## src/hdl/fac_plru_pkg.sv

```systemverilog
// Shared types and constants for the fully associative pseudo-LRU cache core.
// Used by the controller, datapath, tree and top level; no dependencies.
package fac_plru_pkg;

  localparam int unsigned ADDR_IN_W = 32;
  localparam int unsigned ENTRY_W   = 9;
  localparam int unsigned COUNT_W   = 32;

  typedef struct packed {
    logic load;
    logic scan;
    logic vic_rd;
    logic vic_step;
    logic fill;
    logic mark;
    logic finish;
  } ctrl_cmd_t;

  typedef struct packed {
    logic match;
    logic scan_done;
    logic full;
  } dp_sts_t;

  typedef struct packed {
    dp_sts_t dp;
    logic    leaf;
  } ctrl_sts_t;

endpackage

```

## src/hdl/fac_plru_tree.sv

```systemverilog
// Pseudo-LRU tree: hot-bit memory and a one-level-per-step walker used both
// for victim selection and for marking the used entry. Depends on fac_plru_pkg.
module fac_plru_tree #(
  parameter int unsigned ENTRIES = 512
) (
  input  logic                         clk_i,
  input  logic                         rst_ni,
  input  fac_plru_pkg::ctrl_cmd_t      cmd_i,
  input  logic [$clog2(ENTRIES)-1:0]   used_i,
  output logic [$clog2(ENTRIES)-1:0]   victim_o,
  output logic                         leaf_o
);
  import fac_plru_pkg::*;

  localparam int unsigned IDX_W  = $clog2(ENTRIES);
  localparam int unsigned NODE_W = $clog2(2 * ENTRIES);

  logic              hot_mem [2 * ENTRIES];
  logic              hot_q;
  logic [IDX_W-1:0]  lo_q, hi_q;
  logic [NODE_W-1:0] node_q;
  logic [IDX_W:0]    sum;
  logic [IDX_W-1:0]  mid;
  logic [NODE_W:0]   node_l, node_r;
  logic              mark_right;
  logic              walk_init;

  assign sum        = {1'b0, lo_q} + {1'b0, hi_q};
  assign mid        = sum[IDX_W:1];
  assign node_l     = {node_q, 1'b0} + (NODE_W+1)'(1);
  assign node_r     = {node_q, 1'b0} + (NODE_W+1)'(2);
  assign mark_right = (used_i > mid);
  assign walk_init  = cmd_i.load | cmd_i.fill;
  assign leaf_o     = (lo_q >= hi_q);
  assign victim_o   = lo_q;

  always_ff @(posedge clk_i) begin
    if (cmd_i.vic_rd) begin
      hot_q <= hot_mem[node_q];
    end
    if (cmd_i.mark) begin
      hot_mem[node_q] <= mark_right;
    end
  end

  always_ff @(posedge clk_i or negedge rst_ni) begin
    if (!rst_ni) begin
      lo_q   <= '0;
      hi_q   <= IDX_W'(ENTRIES - 1);
      node_q <= '0;
    end else if (walk_init) begin
      lo_q   <= '0;
      hi_q   <= IDX_W'(ENTRIES - 1);
      node_q <= '0;
    end else if (cmd_i.vic_step || cmd_i.mark) begin
      // cold side is right when the hot bit points left
      if (cmd_i.vic_step ? !hot_q : mark_right) begin
        lo_q   <= mid + IDX_W'(1);
        node_q <= node_r[NODE_W-1:0];
      end else begin
        hi_q   <= mid;
        node_q <= node_l[NODE_W-1:0];
      end
    end
  end

endmodule

```

## config.mk

```make
export PLATFORM = sky130hd
export DESIGN_NAME = fac_plru_tree
export DESIGN_NICKNAME = d
export VERILOG_FILES = /design/src/hdl/fac_plru_pkg.sv /design/src/hdl/fac_plru_tree.sv
export SDC_FILE = /design/constraint.sdc
export NUM_CORES = 2
export LEC_CHECK = 0
export BUFFER_PORTS_ARGS = -buffer_cell sky130_fd_sc_hd__buf_2
export CORE_MARGIN = 4
export CORE_UTILIZATION = 55
export DETAILED_ROUTE_END_ITERATION = 7
export MAX_ROUTING_LAYER = met4
export PLACE_DENSITY = 0.75
export SYNTH_ARGS = -nofsm -noshare
export SYNTH_HDL_FRONTEND = slang
export SYNTH_SLANG_ARGS = --single-unit
```

## constraint.sdc

```tcl
create_clock -name clk_i -period 78.9 [get_ports clk_i]
set_input_delay 15.78 -clock clk_i [delete_from_list [all_inputs] [get_ports clk_i]]
set_output_delay 15.78 -clock clk_i [all_outputs]
set_load 0.01 [all_outputs]
```

Yosys cells after proc, flatten, opt, wreduce, memory -nomap -nowiden. Memory sizes are Yosys's and may differ from the RTL's. A register that Yosys moved wholly into a read port is not among the register bits. Cells that the tools add are included.

ROM bits: 0. Output and inout port bits: 10. Bits in latches: 0. Flip-flop bits (word level): 28. Memory bits (writable): 1024. Memories: 1.

Bitwise logic cells: 1. Equality and inequality tests: 1. Multipliers: 0. Reductions and logical operators: 6. Order comparisons: 2. Muxes and demuxes: 12. Add/sub/neg operators: 4. Div/mod/pow operators: 0. Shift-type cells: 0.

Memory list: hot_mem (depth 1024, bits a word 1, rd ports 1, clocked after memory_dff 1, wr ports 1, line fac_plru_tree.sv:18) `logic hot_mem [2 * ENTRIES];`.

Operator list (number): 9-bit 2-to-1 mux (6); 10-bit 2-to-1 mux (3); 10-bit by 1-bit adder with 10-bit output, second input constant (1); 10-bit by 2-bit adder with 10-bit output, second input constant (1); 9-bit by 9-bit adder with 10-bit output (1); 9-bit by 1-bit adder with 9-bit output, second input constant (1); 9-bit >= comparator (1); 9-bit > comparator (1); 2-bit AND reduction (2); 2-bit nonzero test (2); 1-bit 2-to-1 mux (3); 2-bit inequality test, second input constant (1); 1-bit zero test (1); 1-bit logical OR (1); 1-bit bitwise OR (1).

Logic depth before layout (Yosys ltp).
Depth in word-level cells: 6. Mapped depth: 18. Depth with buffers taken out: 16.

Least setup slack after synthesis. Ideal clock, no wire load.

Kind: input to register. Start point: input port used_i[1]. End point: memory hot_mem[0], data pin. Required time: 73181 ps. Slack: 28833 ps. Library setup time: 5719 ps. Stages on the path: 7. Arrival: 44348 ps. Path through: ha_1 nor2b_1 o211ai_1 a21boi_1 a22o_1 a211oi_4 o22ai_1.

Cells in the longest elaborated chain, start to end: 1.

Ends and longest elaborated chain: start, declared (line fac_plru_tree.sv:9) `input logic [$clog2(ENTRIES)-1:0] used_i,`; 9-bit > comparator (line fac_plru_tree.sv:32) `assign mark_right = (used_i > mid);`; named net mark_right (line fac_plru_tree.sv:25) `logic mark_right;`; end, declared (line fac_plru_tree.sv:18).

The timed path passes the listed nets, and every way through them passes these cells.

Worst setup path in the final report.
Start point: input port used_i[1]. End point: memory hot_mem[314], data pin.

Same word-level chain as after synthesis.

==> flow_metrics.py <==
metrics = {
    "cts": {
        "cts_tree": "yes",
        "post-cts-setup-buffer-count": 0,
        "clk_latency_ns": 0.69,
        "cts_sinks": 1053,
        "cts.clk_slew.worst_paths_ns": 0.06,
        "postCtsHoldBufs": 0,
        "cts_buffers": 105,
        "clk_path_buf_depth": 3,
        "cts_root_buffer": "clkbuf_16",
        "h-tree-depth": 3,
        "cts.repair.resized": 0,
    },
    "finish": {
        "fin_nets": 3346,
        "fill_cells": 6176,
        "syn_to_final_growth_pct": 9.05,
        "final_cell_mix": "nor2_1, edfxtp_1, mux4_2",
        "fin_util_pct": 60.8,
        "mostFrequentLayoutCell": "nor2_1",
        "drive_gt1_share_pct": 15.7,
    },
    "synthesis": {
        "syn_inst": 3416,
        "synth_area_leader_cell": "edfxtp_1",
        "synth_top_area_share_pct": 65.8,
        "synth_ff_type": "edfxtp_1",
        "synth_area_um2": 46800,
        "ys_async_sr_fraction_pct": 2.66,
        "ys_seq_elements": 1053,
        "yosysSeqAreaShare_pct": 67.3,
        "synthTopCellsByArea": "edfxtp_1, mux4_2, nor2_1",
        "ys_types": 80,
        "synth_nets": 3465,
        "yosysWarnings": 0,
        "avgSynthCellArea_um2": 13.7,
        "synth-edff-count": 1025,
    },
    "critical_path": {
        "cp.required_ns": 79.19,
        "critical_path.endpoint_type": "register",
        "critical_path_peak_fanout": 279,
        "arrival_ns": 20.57,
        "crit_path_start_kind": "input pin",
        "crit_type": "input pin to register",
    },
    "die": {
        "die_x_um": 300,
        "rows": 106,
        "pin_count": 28,
        "dieArea_um2": 89800,
        "dieHeight_um": 300,
        "start_util_pct": 55.7,
        "coreArea_um2": 84000,
    },
    "timing": {
        "setup_violations": 0,
        "fmax_ghz": 0.0493,
        "finalCritPeriodShare_pct": 25.7,
        "slew_viol_final": 0,
        "hold_viol": 0,
        "max_slew_margin_pct": 8.83,
        "period_needed_ns": 20.28,
        "finalSetupTns_ns": 0,
        "worst_pin_slew_ns": 1.36,
        "skew_ns": 0.0317,
        "rsz0062_at_grt": "false",
    },
    "drt": {
        "firstDrtPassIters": 6,
        "drt_iter0_markers": 4277,
        "vias_per_cell": 6.51,
        "wl_um": 124000,
        "num_vias": 29400,
        "ant_nets": 0,
        "wl_per_cell_um": 27.4,
        "drc": 0,
    },
    "global_route": {
        "overflow": 0,
        "grt_first_pass_wirelength_um": 183000,
        "grt_usage_pct": 28.3,
        "grt_pass1_vias": 28400,
        "grt_max_degree": 280,
        "antenna_found_initial": 1,
    },
    "power": {
        "p_sw_share_pct": 31.1,
        "intPower_mw": 1.33,
        "power-per-cell-area_nw_per_um2": 38.0,
        "ir_worst_vdd_mv": 0.132,
        "combPwrFrac_pct": 25.4,
        "leakage_nw": 15.1,
        "clockPowerShare_pct": 24.7,
        "switching_power_mw": 0.601,
        "p_seq_share_pct": 49.9,
    },
    "run": {
        "drv_cap": 0,
    },
    "worst_hold_path": {
        "hp-class": "register to register",
    },
    "place": {
        "portBuffers": 25,
        "place_congestion": 0.825,
        "post-dp-hpwl_um": 66700,
    },
    "run_status": {
        "status": "finished, final reports clean",
    },
}
## per-stage QoR
stage | hold slack [ns] | total power [mW] | cell area [um2] | setup slack (ns) | instances
2_1_floorplan | 0.491 | 1.79 | 46800 | 28.83 | 3416
3_3_place_gp | 0.536 | 1.45 | 47800 | 58.12 | 4324
3_5_place_dp | 0.543 | 1.46 | 47800 | 58.05 | 4324
4_1_cts | 0.553 | 1.93 | 51000 | 58.72 | 4514
5_1_grt | 0.588 | 2.01 | 51000 | 58.20 | 4515
6_report | 0.556 | 1.94 | 51000 | 58.62 | 4515
## routing by layer
| metal | vias up | wire length [um] | GRT usage, % |
|---|---|---|---|
| li1 | 12300 | - | - |
| met1 | 14800 | 44000 | 37.9 |
| met2 | 1931 | 57600 | 43.0 |
| met3 | 361 | 16500 | 6.66 |
| met4 | 0 | 5580 | 10.3 |
| met5 | - | 0 | - |
## worst max-delay path, stage by stage
cell and delay [ns]:
buf_2 0.10, ha_1 0.28, nor2b_1 0.13, o211ai_1 0.09, a21boi_1 0.29, a22o_1 0.25
a211oi_4 0.09, o22ai_4 0.12, buf_4 0.61, buf_12 0.66, buf_12 0.74, buf_4 0.98
## layout make-up
class | count | area, um2 | share of cell area [%]
clock inverters | 65 | 500 | 0.981
inverters | 27 | 101 | 0.199
repair buffers | 99 | 718 | 1.41
well taps | 1134 | 1420 | 2.78
flip-flops and latches | 1053 | 31500 | 61.8
multi-input cells | 2011 | 14000 | 27.5
diodes | 1 | 2.50 | 0.00491
clock buffers | 125 | 2750 | 5.38
## registers in the layout, indices dropped and copies added, names as in the netlist
register,cells
hi_q,9
hot_mem,1024
hot_q,1
victim_o,9
node_q,10
## kinds of logic (layout without fill, tap and decap cells)
kind of cell / after synthesis / in the layout / synth area share (%)
flip-flops: 1053 / 1053 / 67.3
other: 0 / 1 / 0
AO/OA/AOI/OAI: 258 / 258 / 3.97
adder cells (fa/ha/maj): 31 / 31 / 0.845
AND/OR/NAND/NOR: 1367 / 1367 / 11.8
multiplexers: 345 / 345 / 12.8
buffers and inverters: 352 / 316 / 3.00
XOR/XNOR: 10 / 10 / 0.203
## cells in the mapped netlist, drive strengths merged, types with 16 or more instances
cell	number
nor2	1065
edfxtp	1025
clkbuf	259
mux4	199
nand2	148
mux2i	130
buf	66
o22ai	54
a21oi	32
ha	30
a22oi	29
nand3	28
o21ai	28
inv	27
nor4	25
a31oi	21
dfrtp	19
nand4	17
mux2	16
## power by group through the flow
stage,clock [mW],combinational [mW],sequential [mW]
detailed placement,0,0.485,0.975
floorplan,0,0.308,1.48
finish,0.478,0.493,0.966
global placement,0,0.476,0.974
CTS,0.481,0.486,0.963
global route,0.505,0.537,0.967
## worst paths after layout
check,from,endpoint,slack (ns),depth (start not counted)
setup / recovery,used_i[1],hot_mem[314]$_DFFE_PP_,58.62,12
hold / removal,hi_q[7]$_DFFE_PN1P_,hi_q[7]$_DFFE_PN1P_,0.56,2
setup reg to reg,hi_q[1]$_DFFE_PN1P_,hot_mem[314]$_DFFE_PP_,71.72,18
hold reg to reg,hi_q[7]$_DFFE_PN1P_,hi_q[7]$_DFFE_PN1P_,0.56,2
max in group asynchronous,rst_ni,node_q[0]$_DFFE_PN0P_,63.28,1
min in group asynchronous,rst_ni,victim_o[7]$_DFFE_PN0P_,15.14,1
Power figures use the tool's default switching activity.
