`src/hdl/fac_plru_pkg.sv`:
```
// Shared types and constants for the fully associative pseudo-LRU cache core.
// Used by the controller, datapath, tree and top level; no dependencies.
package fac_plru_pkg;

  localparam int unsigned ADDR_IN_W = 32;
  localparam int unsigned ENTRY_W   = 9;
  localparam int unsigned COUNT_W   = 32;

  typedef struct packed {
    logic load;
    logic scan;
    logic vic_rd;
    logic vic_step;
    logic fill;
    logic mark;
    logic finish;
  } ctrl_cmd_t;

  typedef struct packed {
    logic match;
    logic scan_done;
    logic full;
  } dp_sts_t;

  typedef struct packed {
    dp_sts_t dp;
    logic    leaf;
  } ctrl_sts_t;

endpackage

```
`src/hdl/fac_plru_ctrl.sv`:
```
// Transaction sequencer: tag scan, victim walk, fill, tree update, result.
// Depends on fac_plru_pkg.
module fac_plru_ctrl (
  input  logic                     clk_i,
  input  logic                     rst_ni,
  input  logic                     start,
  output logic                     busy,
  output fac_plru_pkg::ctrl_cmd_t  cmd_o,
  input  fac_plru_pkg::ctrl_sts_t  sts_i
);
  import fac_plru_pkg::*;

  localparam logic [2:0] S_IDLE = 3'd0;
  localparam logic [2:0] S_SCAN = 3'd1;
  localparam logic [2:0] S_VRD  = 3'd2;
  localparam logic [2:0] S_VST  = 3'd3;
  localparam logic [2:0] S_FILL = 3'd4;
  localparam logic [2:0] S_MARK = 3'd5;
  localparam logic [2:0] S_DONE = 3'd6;

  logic [2:0] state_q, state_d;

  always_ff @(posedge clk_i or negedge rst_ni) begin
    if (!rst_ni) begin
      state_q <= S_IDLE;
    end else begin
      state_q <= state_d;
    end
  end

  always_comb begin
    cmd_o   = '0;
    state_d = state_q;
    case (state_q)
      S_IDLE: begin
        if (start) begin
          cmd_o.load = 1'b1;
          state_d    = S_SCAN;
        end
      end
      S_SCAN: begin
        cmd_o.scan = 1'b1;
        if (sts_i.dp.match) begin
          state_d = S_MARK;
        end else if (sts_i.dp.scan_done) begin
          state_d = sts_i.dp.full ? S_VRD : S_FILL;
        end
      end
      S_VRD: begin
        if (sts_i.leaf) begin
          state_d = S_FILL;
        end else begin
          cmd_o.vic_rd = 1'b1;
          state_d      = S_VST;
        end
      end
      S_VST: begin
        cmd_o.vic_step = 1'b1;
        state_d        = S_VRD;
      end
      S_FILL: begin
        cmd_o.fill = 1'b1;
        state_d    = S_MARK;
      end
      S_MARK: begin
        if (sts_i.leaf) begin
          state_d = S_DONE;
        end else begin
          cmd_o.mark = 1'b1;
        end
      end
      S_DONE: begin
        cmd_o.finish = 1'b1;
        state_d      = S_IDLE;
      end
      default: begin
        state_d = S_IDLE;
      end
    endcase
  end

  assign busy = (state_q != S_IDLE);

endmodule

```
`config.mk`:
```
export PLATFORM = sky130hd
export DESIGN_NAME = fac_plru_ctrl
export DESIGN_NICKNAME = d
export VERILOG_FILES = /design/src/hdl/fac_plru_pkg.sv /design/src/hdl/fac_plru_ctrl.sv
export SDC_FILE = /design/constraint.sdc
export NUM_CORES = 1
export LEC_CHECK = 0
export BUFFER_PORTS_ARGS = -buffer_cell sky130_fd_sc_hd__buf_2
export CORE_AREA = 2 2 39 41
export DETAILED_ROUTE_END_ITERATION = 16
export DIE_AREA = 0 0 41 43
export PLACE_DENSITY = 0.38
export SLEW_MARGIN = 20
export SYNTH_ARGS = -nofsm -noshare
export SYNTH_HDL_FRONTEND = slang
export SYNTH_SLANG_ARGS = --single-unit
```
`constraint.sdc`:
```
create_clock -name clk_i -period 1.6 [get_ports clk_i]
set_input_delay 0.08 -clock clk_i [delete_from_list [all_inputs] [get_ports clk_i]]
set_output_delay 0.08 -clock clk_i [all_outputs]
set_load 0.02 [all_outputs]
```
# Yosys cells after proc, flatten, opt, wreduce, memory -nomap -nowiden

Index checks and enable logic that the tools add are counted.

Register bits: 3
Bits of input ports: 7
Output and inout bits: 8
Word-level logic and storage cells: 29

Equal/unequal tests: 9
Muxes and demuxes: 16
Reduce and logical (&&, ||, !) cells: 3

Operators with widths:

| operator             | count |
|---|---|
| $mux W3              | 6 |
| $pmux W3 S6          | 1 |
| $eq A3 B3 Y1 const B | 3 |
| $mux W1              | 9 |
| $eq A3 B2 Y1 const B | 2 |
| $ne A2 B2 Y1 const B | 2 |
| $eq A3 B1 Y1 const B | 1 |
| $logic_not A3 Y1     | 1 |
| $ne A3 B3 Y1 const B | 1 |
| $reduce_and A3 Y1    | 1 |
| $reduce_bool A3 Y1   | 1 |

# Depth between registers and ports, before layout

Gate-level depths: netlist of run 1.

Depth in word-level cells: 4
Mapped depth: 3
Depth with buffers taken out: 3

# Worst setup path before layout of run 1

Ideal clock, no wire load.

Kind: register to register
Start point: register state_q[2]
End point: register state_q[0]
Data arrival time: 1.260 ns
Period minus slack after synthesis: 1.335 ns
Path buffers: 1
Path slack: 0.265 ns
Data required time: 1.525 ns
Stages on the path, launching flop included: 4
Cell sequence: dfrtp_1 buf_2 nor4b_2 o21bai_2

Longest elaborated chain between the ends: 3
Elaborated cells between the ends (all ways): 11
Classes of those cells: 8 x eq/ne; 1 x mux; 2 x reduce/logical

RTL lines:

| what                                                          | line                | source |
|---|---|---|
| start: declaration                                            | fac_plru_ctrl.sv:21 | `logic [2:0] state_q, state_d;` |
| start signal: assignment                                      | fac_plru_ctrl.sv:27 | `state_q <= state_d;` |
| $eq A3 B1 Y1, or another cell as far along                    | fac_plru_ctrl.sv:34 | `case (state_q)` |
| $ne A3 B3 Y1 (no line) / $ne A2 B2 Y1 (equally long branches) | n/a                 |  |
| $reduce_and A3 Y1 (no line)                                   | n/a                 |  |

Parallel ways exist; a longest one is shown, timed or not.
A chain may end at the register's enable or synchronous reset.

# Final worst setup path of run 1

Start point: register state_q[2]
End point: output busy

Longest elaborated chain between the ends: 1

RTL lines:

| what               | line                | source |
|---|---|---|
| $reduce_bool A3 Y1 | fac_plru_ctrl.sv:82 | `assign busy = (state_q != S_IDLE);` |
| end: declaration   | fac_plru_ctrl.sv:7  | `output logic busy,` |

No other way between the ends.

==> results of run 1 <==
==> worst register-to-register path: cells and delay by family (launching register included) <==
kind / cells / cell delay, ps
simple gates: 2 / 560
flops: 1 / 450
compound gates: 1 / 100
==> final cells by class <==
cell class | instances | area (um^2)
Tap cell | 16 | 20.0
Inverter | 3 | 11.3
Fill cell | 157 | 1020
Timing Repair Buffer | 15 | 80.1
Clock buffer | 4 | 26.3
Sequential cell | 3 | 75.1
Multi-Input combinational cell | 20 | 154
==> cell usage in the layout, fill, tap and decap left out, drive strengths merged, types with 3 or more instances in the layout <==
cell	n
buf	14
inv	3
dfrtp	3
nor3	3
nand2b	3
clkbuf	4
==> metal layers <==
metal	global-route usage (%)	vias to the layer above	share of wire, %
met5	0	-	0
met4	6.00	0	0
met3	3.14	0	8.0
met2	12.8	10	50
met1	9.06	115	41
li1	-	138	-
==> per-stage QoR <==
| stage | utilization [%] | worst slack (ps) | hold WS [ps] | instances |
|---|---|---|---|---|
| after floorplan | - | 265 | -216 | 28 |
| after global placement | 23.9 | 431 | -116 | 56 |
| after detailed placement | 23.9 | 374 | -121 | 56 |
| after CTS | 26.5 | 233 | 158 | 61 |
| after global routing | 26.5 | 169 | 172 | 61 |
| final | 26.5 | 244 | 168 | 61 |
==> kinds of logic after synthesis <==
logic type / Yosys count
AOI/OAI and AO/OA: 7
buffers and inverters: 5
DFF: 3
and+or+nand+nor: 13
==> worst max-delay path by stage <==
| stage | from | end | slack [ps] | cells after the start |
|---|---|---|---|---|
| after floorplan | state_q[2]$_DFFE_PN0P_ | state_q[0]$_DFFE_PN0P_ | 260 | 3 |
| after global placement | state_q[0]$_DFFE_PN0P_ | state_q[2]$_DFFE_PN0P_ | 430 | 3 |
| after detailed placement | state_q[0]$_DFFE_PN0P_ | state_q[2]$_DFFE_PN0P_ | 370 | 3 |
| after CTS | state_q[2]$_DFFE_PN0P_ | busy | 230 | 2 |
| after global routing | state_q[2]$_DFFE_PN0P_ | cmd_o[4] | 170 | 2 |
| final | state_q[2]$_DFFE_PN0P_ | busy | 240 | 2 |
==> timing repair <==
action                    in CTS  in global routing
setup buffers                  0                  0
hold buffers                   1                  0
hold endpoints to repair       3                  0
==> power groups by stage <==
| stage | Sequential (uW) | Clock, uW | Combinational [uW] |
|---|---|---|---|
| after floorplan | 143 | 0 | 329 |
| after global placement | 203 | 0 | 359 |
| after detailed placement | 207 | 0 | 363 |
| after CTS | 207 | 138 | 365 |
| after global routing | 221 | 144 | 394 |
| final | 206 | 128 | 358 |
==> report_table.html, run 1 <==
<table>
<tr><th>Metric</th><th>Value</th></tr>
<tr><th colspan="2">Outcome</th></tr>
<tr><td>Outcome</td><td>completed</td></tr>
<tr><th colspan="2">Pwr</th></tr>
<tr><td>Switching Share</td><td>46.4%</td></tr>
<tr><td>Pwr Density</td><td>1890 nW/um^2</td></tr>
<tr><td>Internal power contribution</td><td>371 uW</td></tr>
<tr><td>Combinational fraction of design power</td><td>51.7%</td></tr>
<tr><td>Reg power frac</td><td>29.8%</td></tr>
<tr><td>Switch Pwr</td><td>322 uW</td></tr>
<tr><td>Worst voltage drop across the vdd grid</td><td>538 uV</td></tr>
<tr><td>Clock network power share</td><td>18.5%</td></tr>
<tr><td>Leak</td><td>0.000178 uW</td></tr>
<tr><td>Total power</td><td>692 uW</td></tr>
<tr><th colspan="2">Clock network</th></tr>
<tr><td>Number of H-tree levels</td><td>1</td></tr>
<tr><td>Post-cts repair resize count</td><td>0</td></tr>
<tr><td>Bufs on Longest Clock Path</td><td>2</td></tr>
<tr><td>Clock sink count</td><td>3</td></tr>
<tr><td>CTS tree</td><td>built</td></tr>
<tr><td>Number of buffers created by CTS</td><td>3</td></tr>
<tr><td>Clock latency at the later pin of the worst-skew pair</td><td>230 ps</td></tr>
<tr><td>CTS Root Buffer Type</td><td>clkbuf_4</td></tr>
<tr><td>Clock Pin Slew Worst Setup and Hold Paths</td><td>30 ps</td></tr>
<tr><th colspan="2">Detailed routing</th></tr>
<tr><td>Post-detailed-route DRC marker count</td><td>0</td></tr>
<tr><td>Wire per inst</td><td>9.89 um</td></tr>
<tr><td>DR iter-0 viols</td><td>3</td></tr>
<tr><td>Vias per cell</td><td>4.31</td></tr>
<tr><td>Via count</td><td>263</td></tr>
<tr><td>Number of routed nets with antenna violations</td><td>0</td></tr>
<tr><td>WL final</td><td>603 um</td></tr>
<tr><td>Number of detailed-route iterations in the first pass</td><td>4</td></tr>
<tr><th colspan="2">Synthesis</th></tr>
<tr><td>Post-Synth Simple-Gate Area</td><td>36.5%</td></tr>
<tr><td>Number of enable-type register cells in the synthesized netlist</td><td>0</td></tr>
<tr><td>Synth async-reset ratio</td><td>100%</td></tr>
<tr><td>Gate Count Post-Synth</td><td>28</td></tr>
<tr><td>#FFs+latches synth</td><td>3</td></tr>
<tr><td>Share of the synthesized area in the top cell type</td><td>30.0%</td></tr>
<tr><td>Biggest area contributors in the synthesized netlist</td><td>dfrtp_1, nor3_1, nor4b_2</td></tr>
<tr><td>Sequential share of the synthesized area</td><td>30.0%</td></tr>
<tr><td>Average instance area after synthesis</td><td>8.94 um^2</td></tr>
<tr><td>Count of cell types in the netlist</td><td>21</td></tr>
<tr><td>Adder and majority cell fraction of the synthesized area</td><td>0%</td></tr>
<tr><td>Net count of the mapped netlist</td><td>35</td></tr>
<tr><td>Library cell with the largest summed area after synthesis</td><td>dfrtp_1</td></tr>
<tr><td>Proportion of synthesized area in mux cells</td><td>0%</td></tr>
<tr><td>Synthesized-area fraction occupied by xor and xnor cells</td><td>0%</td></tr>
<tr><td>Combinational family with the most area after synthesis</td><td>simple AND/OR/NAND/NOR gates</td></tr>
<tr><td>Warning count from the yosys run</td><td>0</td></tr>
<tr><td>Area fraction in compound gates after synthesis</td><td>25.0%</td></tr>
<tr><td>Main flop type after synthesis</td><td>dfrtp_1</td></tr>
<tr><td>Most frequent cells after synthesis</td><td>dfrtp_1, nor3_1, buf_2, inv_1, nand2b_1</td></tr>
<tr><td>Post-synthesis instance area</td><td>250 um^2</td></tr>
<tr><th colspan="2">Worst setup path</th></tr>
<tr><td>Cell breakdown of the critical path</td><td>or3_1, buf_2</td></tr>
<tr><td>Max FO, Critical Path</td><td>11</td></tr>
<tr><td>Count of buffer and inverter cells on the critical path</td><td>1</td></tr>
<tr><td>Worst EP required</td><td>1520 ps</td></tr>
<tr><td>CP top delay family</td><td>flip-flops</td></tr>
<tr><td>Cell with the largest stage delay on the worst path</td><td>dfrtp_1</td></tr>
<tr><td>Critical path data arrival time</td><td>1280 ps</td></tr>
<tr><td>Capturing element type of the critical path</td><td>primary output</td></tr>
<tr><td>Reg-to-reg slack, setup</td><td>380 ps</td></tr>
<tr><td>Worst reg2reg path endpoint</td><td>state_q[2]$_DFFE_PN0P_</td></tr>
<tr><td>Startpoint kind of the worst setup timing path</td><td>flip-flop</td></tr>
<tr><td>FF-to-FF Start</td><td>state_q[0]$_DFFE_PN0P_</td></tr>
<tr><td>Count of cells along the worst register-to-register path</td><td>3</td></tr>
<tr><td>Category of the critical setup timing path</td><td>reg -&gt; out</td></tr>
<tr><td>Crit-path max cell delay</td><td>480 ps</td></tr>
<tr><th colspan="2">Cells and area</th></tr>
<tr><td>Antenna cells</td><td>0</td></tr>
<tr><td>Most flops, register</td><td>state_q</td></tr>
<tr><td>Layout area overhead</td><td>46.5%</td></tr>
<tr><td>Final layout net count</td><td>53</td></tr>
<tr><td>Design area</td><td>367 um^2</td></tr>
<tr><td>Regs by FF count</td><td>state_q (3)</td></tr>
<tr><td>Number of flip-flops in the largest register</td><td>3</td></tr>
<tr><td>Fraction of layout instances using a drive strength above 1</td><td>51.1%</td></tr>
<tr><th colspan="2">Die</th></tr>
<tr><td>Core Region</td><td>1380 um^2</td></tr>
<tr><td>Die outline area</td><td>1760 um^2</td></tr>
<tr><td>Die Ht</td><td>43 um</td></tr>
<tr><td>Boundary pin count</td><td>15</td></tr>
<tr><td>Die width</td><td>41 um</td></tr>
<tr><td>Initial core utilization</td><td>18.1%</td></tr>
<tr><td>Floorplan row count</td><td>14</td></tr>
<tr><th colspan="2">Global routing</th></tr>
<tr><td>Overall global routing resource usage</td><td>8.45%</td></tr>
<tr><td>Number of global-route vias before repair</td><td>237</td></tr>
<tr><td>Antenna violations before repair</td><td>0</td></tr>
<tr><td>Pin count of the biggest net entering global routing</td><td>12</td></tr>
<tr><td>First-pass GRT wire length</td><td>972 um</td></tr>
<tr><td>Congestion Overflow GR</td><td>0</td></tr>
<tr><th colspan="2">Placed design</th></tr>
<tr><td>Global placer's final weighted congestion</td><td>0.594</td></tr>
<tr><td>Number of buffers added on ports</td><td>14</td></tr>
<tr><td>Detailed Place HPWL</td><td>486 um</td></tr>
<tr><td>Post-Place Cell Area</td><td>330 um^2</td></tr>
<tr><th colspan="2">Timing</th></tr>
<tr><td>Slew at the pin closest to its max-slew limit</td><td>315 ps</td></tr>
<tr><td>Pins Over Slew Limit</td><td>0</td></tr>
<tr><td>Period Utilization, post-route</td><td>84.7%</td></tr>
<tr><td>Setup repair after global routing missed its margin</td><td>no</td></tr>
<tr><td>Setup_tns</td><td>0 ps</td></tr>
<tr><td>Number of failing setup endpoints in the final timing report</td><td>0</td></tr>
<tr><td>Final hold violation count</td><td>0</td></tr>
<tr><td>Highest clock frequency the design can meet</td><td>738 MHz</td></tr>
<tr><td>Worst setup skew after layout</td><td>0.101 ps</td></tr>
<tr><td>Worst slew margin relative to its limit</td><td>79.0%</td></tr>
<tr><td>Fin crit period</td><td>1360 ps</td></tr>
<tr><th colspan="2">Hold path</th></tr>
<tr><td>Path type of the worst min-delay path</td><td>in -&gt; async</td></tr>
<tr><th colspan="2">Run</th></tr>
<tr><td>Max-cap viol count</td><td>0</td></tr>
</table>
No activity file was read; power rests on OpenSTA's default activity.
==> run 2, diff against run 1 <==
Clock period 1.6 ns to 1.26 ns, I/O delays scaled along.
==> report_table.html, run 2 (synthesized netlist as in run 1, its figures left out) <==
<table>
<tr><th>Metric</th><th>Value</th></tr>
<tr><th colspan="2">Placed design</th></tr>
<tr><td>Detailed Place HPWL</td><td>557 um (+15%)</td></tr>
<tr><td>Number of buffers added on ports</td><td>14 (unchanged)</td></tr>
<tr><td>Global placer's final weighted congestion</td><td>0.665 (+12%)</td></tr>
<tr><th colspan="2">Timing</th></tr>
<tr><td>Pins Over Slew Limit</td><td>0 (unchanged)</td></tr>
<tr><td>Worst slew margin relative to its limit</td><td>83.9% (+4.8 points)</td></tr>
<tr><td>Period Utilization, post-route</td><td>103%</td></tr>
<tr><td>Worst setup margin</td><td>-31.5 ps (-276 ps)</td></tr>
<tr><td>Number of failing setup endpoints in the final timing report</td><td>2 (+2)</td></tr>
<tr><td>Fin crit period</td><td>1290 ps</td></tr>
<tr><td>Setup repair after global routing missed its margin</td><td>yes</td></tr>
<tr><td>Slew at the pin closest to its max-slew limit</td><td>238 ps (-76.2 ps)</td></tr>
<tr><td>Setup_tns</td><td>-36.2 ps (-36.2 ps)</td></tr>
<tr><td>Worst setup skew after layout</td><td>4.05 ps (+3.95 ps)</td></tr>
<tr><td>Final hold violation count</td><td>0 (unchanged)</td></tr>
<tr><td>Highest clock frequency the design can meet</td><td>774 MHz</td></tr>
<tr><th colspan="2">Worst setup path</th></tr>
<tr><td>Startpoint kind of the worst setup timing path</td><td>flip-flop</td></tr>
<tr><td>Worst reg2reg path endpoint</td><td>state_q[2]$_DFFE_PN0P_</td></tr>
<tr><td>FF-to-FF Start</td><td>state_q[0]$_DFFE_PN0P_</td></tr>
<tr><td>Cell breakdown of the critical path</td><td>or3_4, buf_6</td></tr>
<tr><td>Reg-to-reg slack, setup</td><td>0 ps (-380 ps)</td></tr>
<tr><td>Cell with the largest stage delay on the worst path</td><td>dfrtp_2</td></tr>
<tr><td>Critical path data arrival time</td><td>1230 ps (-50 ps)</td></tr>
<tr><td>Max FO, Critical Path</td><td>7 (-4)</td></tr>
<tr><td>Count of cells along the worst register-to-register path</td><td>4 (+1)</td></tr>
<tr><td>Capturing element type of the critical path</td><td>primary output</td></tr>
<tr><td>Crit-path max cell delay</td><td>450 ps (-30 ps)</td></tr>
<tr><td>Category of the critical setup timing path</td><td>reg -&gt; out</td></tr>
<tr><td>Worst EP required</td><td>1200 ps (-320 ps)</td></tr>
<tr><th colspan="2">Outcome</th></tr>
<tr><td>Outcome</td><td>finished with violations</td></tr>
<tr><td>Failing checks</td><td>setup timing</td></tr>
<tr><th colspan="2">Clock network</th></tr>
<tr><td>Clock sink count</td><td>3 (unchanged)</td></tr>
<tr><td>Number of buffers created by CTS</td><td>3 (unchanged)</td></tr>
<tr><td>Clock Pin Slew Worst Setup and Hold Paths</td><td>40 ps (about the same)</td></tr>
<tr><td>Number of H-tree levels</td><td>1 (unchanged)</td></tr>
<tr><td>Clock latency at the later pin of the worst-skew pair</td><td>240 ps (about the same)</td></tr>
<tr><td>Bufs on Longest Clock Path</td><td>2 (unchanged)</td></tr>
<tr><td>CTS Root Buffer Type</td><td>clkbuf_4</td></tr>
<tr><td>CTS tree</td><td>built</td></tr>
<tr><th colspan="2">Die</th></tr>
<tr><td>Boundary pin count</td><td>15 (unchanged)</td></tr>
<tr><td>Die outline area</td><td>1760 um^2 (unchanged)</td></tr>
<tr><td>Initial core utilization</td><td>18.1% (unchanged)</td></tr>
<tr><td>Core Region</td><td>1380 um^2 (unchanged)</td></tr>
<tr><td>Floorplan row count</td><td>14 (unchanged)</td></tr>
<tr><td>Die width</td><td>41 um (unchanged)</td></tr>
<tr><td>Die Ht</td><td>43 um (unchanged)</td></tr>
<tr><th colspan="2">Global routing</th></tr>
<tr><td>Pin count of the biggest net entering global routing</td><td>11 (-1)</td></tr>
<tr><td>Congestion Overflow GR</td><td>0 (unchanged)</td></tr>
<tr><td>Antenna violations before repair</td><td>0 (unchanged)</td></tr>
<tr><td>Number of global-route vias before repair</td><td>269 (+14%)</td></tr>
<tr><td>Overall global routing resource usage</td><td>11.1% (+2.7 points)</td></tr>
<tr><td>First-pass GRT wire length</td><td>1.24 mm (+27%)</td></tr>
<tr><th colspan="2">Cells and area</th></tr>
<tr><td>Most flops, register</td><td>state_q</td></tr>
<tr><td>Antenna cells</td><td>0 (unchanged)</td></tr>
<tr><td>Most common cell after layout, fill and taps aside</td><td>buf_4</td></tr>
<tr><td>Regs by FF count</td><td>state_q (3)</td></tr>
<tr><td>Layout area overhead</td><td>95.5%</td></tr>
<tr><td>Fraction of layout instances using a drive strength above 1</td><td>69.2% (+18 points)</td></tr>
<tr><td>Final core utilization</td><td>35.4% (+8.9 points)</td></tr>
<tr><td>Highest-count cells in the layout ignoring fill and taps</td><td>buf_4, buf_2, clkbuf_4, buf_6</td></tr>
<tr><td>Number of flip-flops in the largest register</td><td>3 (unchanged)</td></tr>
<tr><td>Final layout net count</td><td>60 (+13%)</td></tr>
<tr><td>Filler cells</td><td>147 (-6.4%)</td></tr>
<tr><th colspan="2">Pwr</th></tr>
<tr><td>Switch Pwr</td><td>516 uW (+60%)</td></tr>
<tr><td>Combinational fraction of design power</td><td>66.8% (+15 points)</td></tr>
<tr><td>Clock network power share</td><td>13.8% (-4.7 points)</td></tr>
<tr><td>Internal power contribution</td><td>720 uW (+94%)</td></tr>
<tr><td>Leak</td><td>0.000231 uW (+30%)</td></tr>
<tr><td>Pwr Density</td><td>2520 nW/um^2 (+34%)</td></tr>
<tr><td>Total power</td><td>1240 uW (+78%)</td></tr>
<tr><td>Switching Share</td><td>41.7% (-4.7 points)</td></tr>
<tr><td>Reg power frac</td><td>19.4% (-10 points)</td></tr>
<tr><td>Worst voltage drop across the vdd grid</td><td>1040 uV (+94%)</td></tr>
<tr><th colspan="2">Detailed routing</th></tr>
<tr><td>Number of detailed-route iterations in the first pass</td><td>1 (-3)</td></tr>
<tr><td>Post-detailed-route DRC marker count</td><td>0 (unchanged)</td></tr>
<tr><td>Via count</td><td>309 (+17%)</td></tr>
<tr><td>Vias per cell</td><td>4.54 (+5.4%)</td></tr>
<tr><td>DR iter-0 viols</td><td>0 (-3)</td></tr>
<tr><td>WL final</td><td>746 um (+24%)</td></tr>
<tr><td>Wire per inst</td><td>11.0 um (+11%)</td></tr>
<tr><td>Number of routed nets with antenna violations</td><td>0 (unchanged)</td></tr>
<tr><th colspan="2">Run</th></tr>
<tr><td>Max-cap viol count</td><td>0 (unchanged)</td></tr>
<tr><th colspan="2">Hold path</th></tr>
<tr><td>Path type of the worst min-delay path</td><td>in -&gt; async</td></tr>
</table>
==> run 2: what timing repair did <==
action / in CTS / in global routing
hold buffers: 1 / 0
pin swaps: 0 / 2
setup buffers: 3 / 3
gates resized for setup: 5 / 13
endpoints found under the setup margin: 6 / 8
endpoints found under the hold margin: 3 / 0
==> run 2: layout make-up <==
type                       instances  area [um^2]  share of cell area [%]
tap                               16         20.0                    4.09
inverter                           3         16.3                    3.32
clock buffer                       4         26.3                    5.37
multi-input combinational         20          190                    38.9
sequential                         3         77.6                    15.9
timing repair buffer              22          159                    32.5
==> run 2: power by group through the flow <==
stage          Combinational (uW)  Clock [uW]  Sequential, uW
6_report                      825         171             239
5_1_grt                       894         195             249
4_1_cts                       632         181             235
3_5_place_dp                  517           0             259
3_3_place_gp                  508           0             254
2_1_floorplan                 430           0             187
==> run 2: stage by stage <==
stage          setup slack [ps]  std cells  hold slack, ps  cell area, um^2
2_1_floorplan              45.9         28            -233              259
3_3_place_gp                149         57            -136              347
3_5_place_dp               92.2         57            -135              347
4_1_cts                   -44.0         65             143              418
5_1_grt                   -67.0         68             142              489
6_report                  -31.5         68             154              489
==> run 2: worst max-delay path by stage <==
stage | slack (ps) | from | endpoint
detailed placement | 90 | state_q[0]$_DFFE_PN0P_ | state_q[2]$_DFFE_PN0P_
finish | -30 | state_q[2]$_DFFE_PN0P_ | busy
floorplan | 50 | state_q[1]$_DFFE_PN0P_ | cmd_o[1]
global placement | 150 | state_q[0]$_DFFE_PN0P_ | state_q[2]$_DFFE_PN0P_
global route | -70 | state_q[2]$_DFFE_PN0P_ | busy
CTS | -40 | state_q[2]$_DFFE_PN0P_ | busy
==> run 2: worst max-delay path: cells and delay by family (launching register included) <==
family / cells / cell delay (ps)
buffers and inverters: 1 / 140
AND/OR/NAND/NOR: 1 / 400
flip-flops: 1 / 450
==> run 2: per-layer routing <==
metal	share of wire (%)	track usage (%)
met1	41	12.2
met3	9.8	9.42
met2	49	15.3
met5	0	0
met4	0	4.00
==> run 3, diff against run 2 <==
Settings changed: PLACE_DENSITY 0.38 to 0.48.
==> report_table.html, run 3 (synthesized netlist as in run 1, its figures left out) <==
<table>
<tr><th>Metric</th><th>Value</th></tr>
<tr><th colspan="2">Clock network</th></tr>
<tr><td>Clock Pin Slew Worst Setup and Hold Paths</td><td>40 ps (about the same)</td></tr>
<tr><td>Number of H-tree levels</td><td>1 (unchanged)</td></tr>
<tr><td>CTS tree</td><td>built</td></tr>
<tr><td>Bufs on Longest Clock Path</td><td>2 (unchanged)</td></tr>
<tr><td>CTS Root Buffer Type</td><td>clkbuf_4</td></tr>
<tr><td>Clock latency at the later pin of the worst-skew pair</td><td>230 ps (about the same)</td></tr>
<tr><td>Clock sink count</td><td>3 (unchanged)</td></tr>
<tr><td>Number of buffers created by CTS</td><td>3 (unchanged)</td></tr>
<tr><th colspan="2">Hold path</th></tr>
<tr><td>Path type of the worst min-delay path</td><td>in -&gt; async</td></tr>
<tr><th colspan="2">Global routing</th></tr>
<tr><td>Pin count of the biggest net entering global routing</td><td>9 (-2)</td></tr>
<tr><td>Antenna violations before repair</td><td>0 (unchanged)</td></tr>
<tr><td>Overall global routing resource usage</td><td>9.26% (-1.9 points)</td></tr>
<tr><td>Number of global-route vias before repair</td><td>284 (+5.6%)</td></tr>
<tr><td>Congestion Overflow GR</td><td>0 (unchanged)</td></tr>
<tr><td>First-pass GRT wire length</td><td>1.10 mm (-11%)</td></tr>
<tr><th colspan="2">Worst setup path</th></tr>
<tr><td>Cell breakdown of the critical path</td><td>or3_1, buf_6</td></tr>
<tr><td>Count of buffer and inverter cells on the critical path</td><td>1 (unchanged)</td></tr>
<tr><td>Category of the critical setup timing path</td><td>reg -&gt; out</td></tr>
<tr><td>Critical path data arrival time</td><td>1190 ps (-40 ps)</td></tr>
<tr><td>Crit-path max cell delay</td><td>450 ps (about the same)</td></tr>
<tr><td>CP top delay family</td><td>flip-flops</td></tr>
<tr><td>Capturing element type of the critical path</td><td>primary output</td></tr>
<tr><td>Worst EP required</td><td>1200 ps (about the same)</td></tr>
<tr><td>Startpoint kind of the worst setup timing path</td><td>flip-flop</td></tr>
<tr><td>Max FO, Critical Path</td><td>7 (unchanged)</td></tr>
<tr><td>Cell with the largest stage delay on the worst path</td><td>dfrtp_2</td></tr>
<tr><th colspan="2">Timing</th></tr>
<tr><td>Highest clock frequency the design can meet</td><td>796 MHz (+2.8%)</td></tr>
<tr><td>Slew at the pin closest to its max-slew limit</td><td>267 ps (+28.6 ps)</td></tr>
<tr><td>Period Utilization, post-route</td><td>99.7% (-2.8 points)</td></tr>
<tr><td>Number of failing setup endpoints in the final timing report</td><td>0 (-2)</td></tr>
<tr><td>Setup_tns</td><td>0 ps (+36.2 ps)</td></tr>
<tr><td>Pins Over Slew Limit</td><td>0 (unchanged)</td></tr>
<tr><td>Final hold violation count</td><td>0 (unchanged)</td></tr>
<tr><td>Worst setup skew after layout</td><td>2.48 ps (-1.57 ps)</td></tr>
<tr><td>Setup repair after global routing missed its margin</td><td>yes</td></tr>
<tr><td>Fin crit period</td><td>1260 ps (-34.7 ps)</td></tr>
<tr><td>Worst slew margin relative to its limit</td><td>82.1% (-1.7 points)</td></tr>
<tr><th colspan="2">Cells and area</th></tr>
<tr><td>Design area</td><td>515 um^2 (+5.4%)</td></tr>
<tr><td>Most flops, register</td><td>state_q</td></tr>
<tr><td>Highest-count cells in the layout ignoring fill and taps</td><td>buf_4, buf_2, nor3_2, clkbuf_4, dfrtp_2</td></tr>
<tr><td>Final core utilization</td><td>37.3% (+1.9 points)</td></tr>
<tr><td>Number of flip-flops in the largest register</td><td>3 (unchanged)</td></tr>
<tr><td>Most common cell after layout, fill and taps aside</td><td>buf_4</td></tr>
<tr><td>Fraction of layout instances using a drive strength above 1</td><td>76.4% (+7.1 points)</td></tr>
<tr><td>Layout area overhead</td><td>106%</td></tr>
<tr><td>Antenna cells</td><td>0 (unchanged)</td></tr>
<tr><td>Final layout net count</td><td>63 (+5.0%)</td></tr>
<tr><td>Regs by FF count</td><td>state_q (3)</td></tr>
<tr><th colspan="2">Die</th></tr>
<tr><td>Core Region</td><td>1380 um^2 (unchanged)</td></tr>
<tr><td>Floorplan row count</td><td>14 (unchanged)</td></tr>
<tr><td>Boundary pin count</td><td>15 (unchanged)</td></tr>
<tr><td>Die outline area</td><td>1760 um^2 (unchanged)</td></tr>
<tr><td>Die width</td><td>41 um (unchanged)</td></tr>
<tr><td>Initial core utilization</td><td>18.1% (unchanged)</td></tr>
<tr><td>Die Ht</td><td>43 um (unchanged)</td></tr>
<tr><th colspan="2">Outcome</th></tr>
<tr><td>Outcome</td><td>completed</td></tr>
<tr><th colspan="2">Run</th></tr>
<tr><td>Max-cap viol count</td><td>0 (unchanged)</td></tr>
<tr><th colspan="2">Pwr</th></tr>
<tr><td>Worst voltage drop across the vdd grid</td><td>1100 uV (+5.7%)</td></tr>
<tr><td>Pwr Density</td><td>2460 nW/um^2 (-2.5%)</td></tr>
<tr><td>Leak</td><td>0.000248 uW (+7.4%)</td></tr>
<tr><th colspan="2">Placed design</th></tr>
<tr><td>Post-Place Cell Area</td><td>339 um^2 (-2.2%)</td></tr>
<tr><td>Global placer's final weighted congestion</td><td>0.733 (+10%)</td></tr>
<tr><td>Number of buffers added on ports</td><td>14 (unchanged)</td></tr>
<tr><td>Detailed Place HPWL</td><td>452 um (-19%)</td></tr>
<tr><th colspan="2">Detailed routing</th></tr>
<tr><td>WL final</td><td>721 um (-3.4%)</td></tr>
<tr><td>DR iter-0 viols</td><td>0 (unchanged)</td></tr>
<tr><td>Number of detailed-route iterations in the first pass</td><td>1 (unchanged)</td></tr>
<tr><td>Post-detailed-route DRC marker count</td><td>0 (unchanged)</td></tr>
<tr><td>Wire per inst</td><td>10.2 um (-7.4%)</td></tr>
<tr><td>Vias per cell</td><td>4.32 (-4.8%)</td></tr>
<tr><td>Number of routed nets with antenna violations</td><td>0 (unchanged)</td></tr>
<tr><td>Via count</td><td>307 (-0.65%)</td></tr>
</table>
[run 3: where the power goes]
group	total, uW	internal, uW	switching [uW]
logic	838	468	370
clock network	165	118	46.6
registers	266	155	111
[run 3: final cells by class]
class                      instances  area, um^2
inverter                           3        13.8
clock buffer                       4        26.3
tap                               16        20.0
multi-input combinational         20         203
fill                             147         868
timing repair buffer              25         174
sequential                         3        78.8
[run 3: per-stage QoR]
step / power (uW) / instances / setup WS (ps) / hold WS [ps]
floorplan: 617 / 28 / 45.9 / -233
global placement: 738 / 56 / 70.1 / -134
detailed placement: 742 / 56 / 19.3 / -139
CTS: 1140 / 69 / -3.94 / 145
global route: 1370 / 71 / -34.6 / 162
finish: 1270 / 71 / 3.16 / 158
[run 3: what timing repair did]
| item | 4_1_cts | 5_1_grt |
|---|---|---|
| hold endpoints to repair | 3 | 0 |
| resized for setup | 8 | 10 |
| setup endpoints to repair | 8 | 9 |
| hold buffers | 1 | 0 |
| pin swaps | 1 | 0 |
| buffers inserted | 8 | 2 |
[run 3: final timing paths]
path,start,endpoint,slack [ps],cells past startpoint
max in group asynchronous,rst_ni,state_q[2]$_DFFE_PN0P_,980,2
min in group clk_i,sts_i[0],state_q[1]$_DFFE_PN0P_,200,3
max,state_q[2]$_DFFE_PN0P_,busy,3,2
min,rst_ni,state_q[0]$_DFFE_PN0P_,160,2
min reg2reg,state_q[2]$_DFFE_PN0P_,state_q[1]$_DFFE_PN0P_,600,1
max reg2reg,state_q[0]$_DFFE_PN0P_,state_q[2]$_DFFE_PN0P_,30,3
[run 3: per-layer routing]
layer	GRT usage, %	vias to the layer above	share of wire, %
met2	14.1	10	52
met3	1.57	0	5.1
met1	11.3	138	42
met5	0	-	0
li1	-	159	-
met4	6.00	0	0
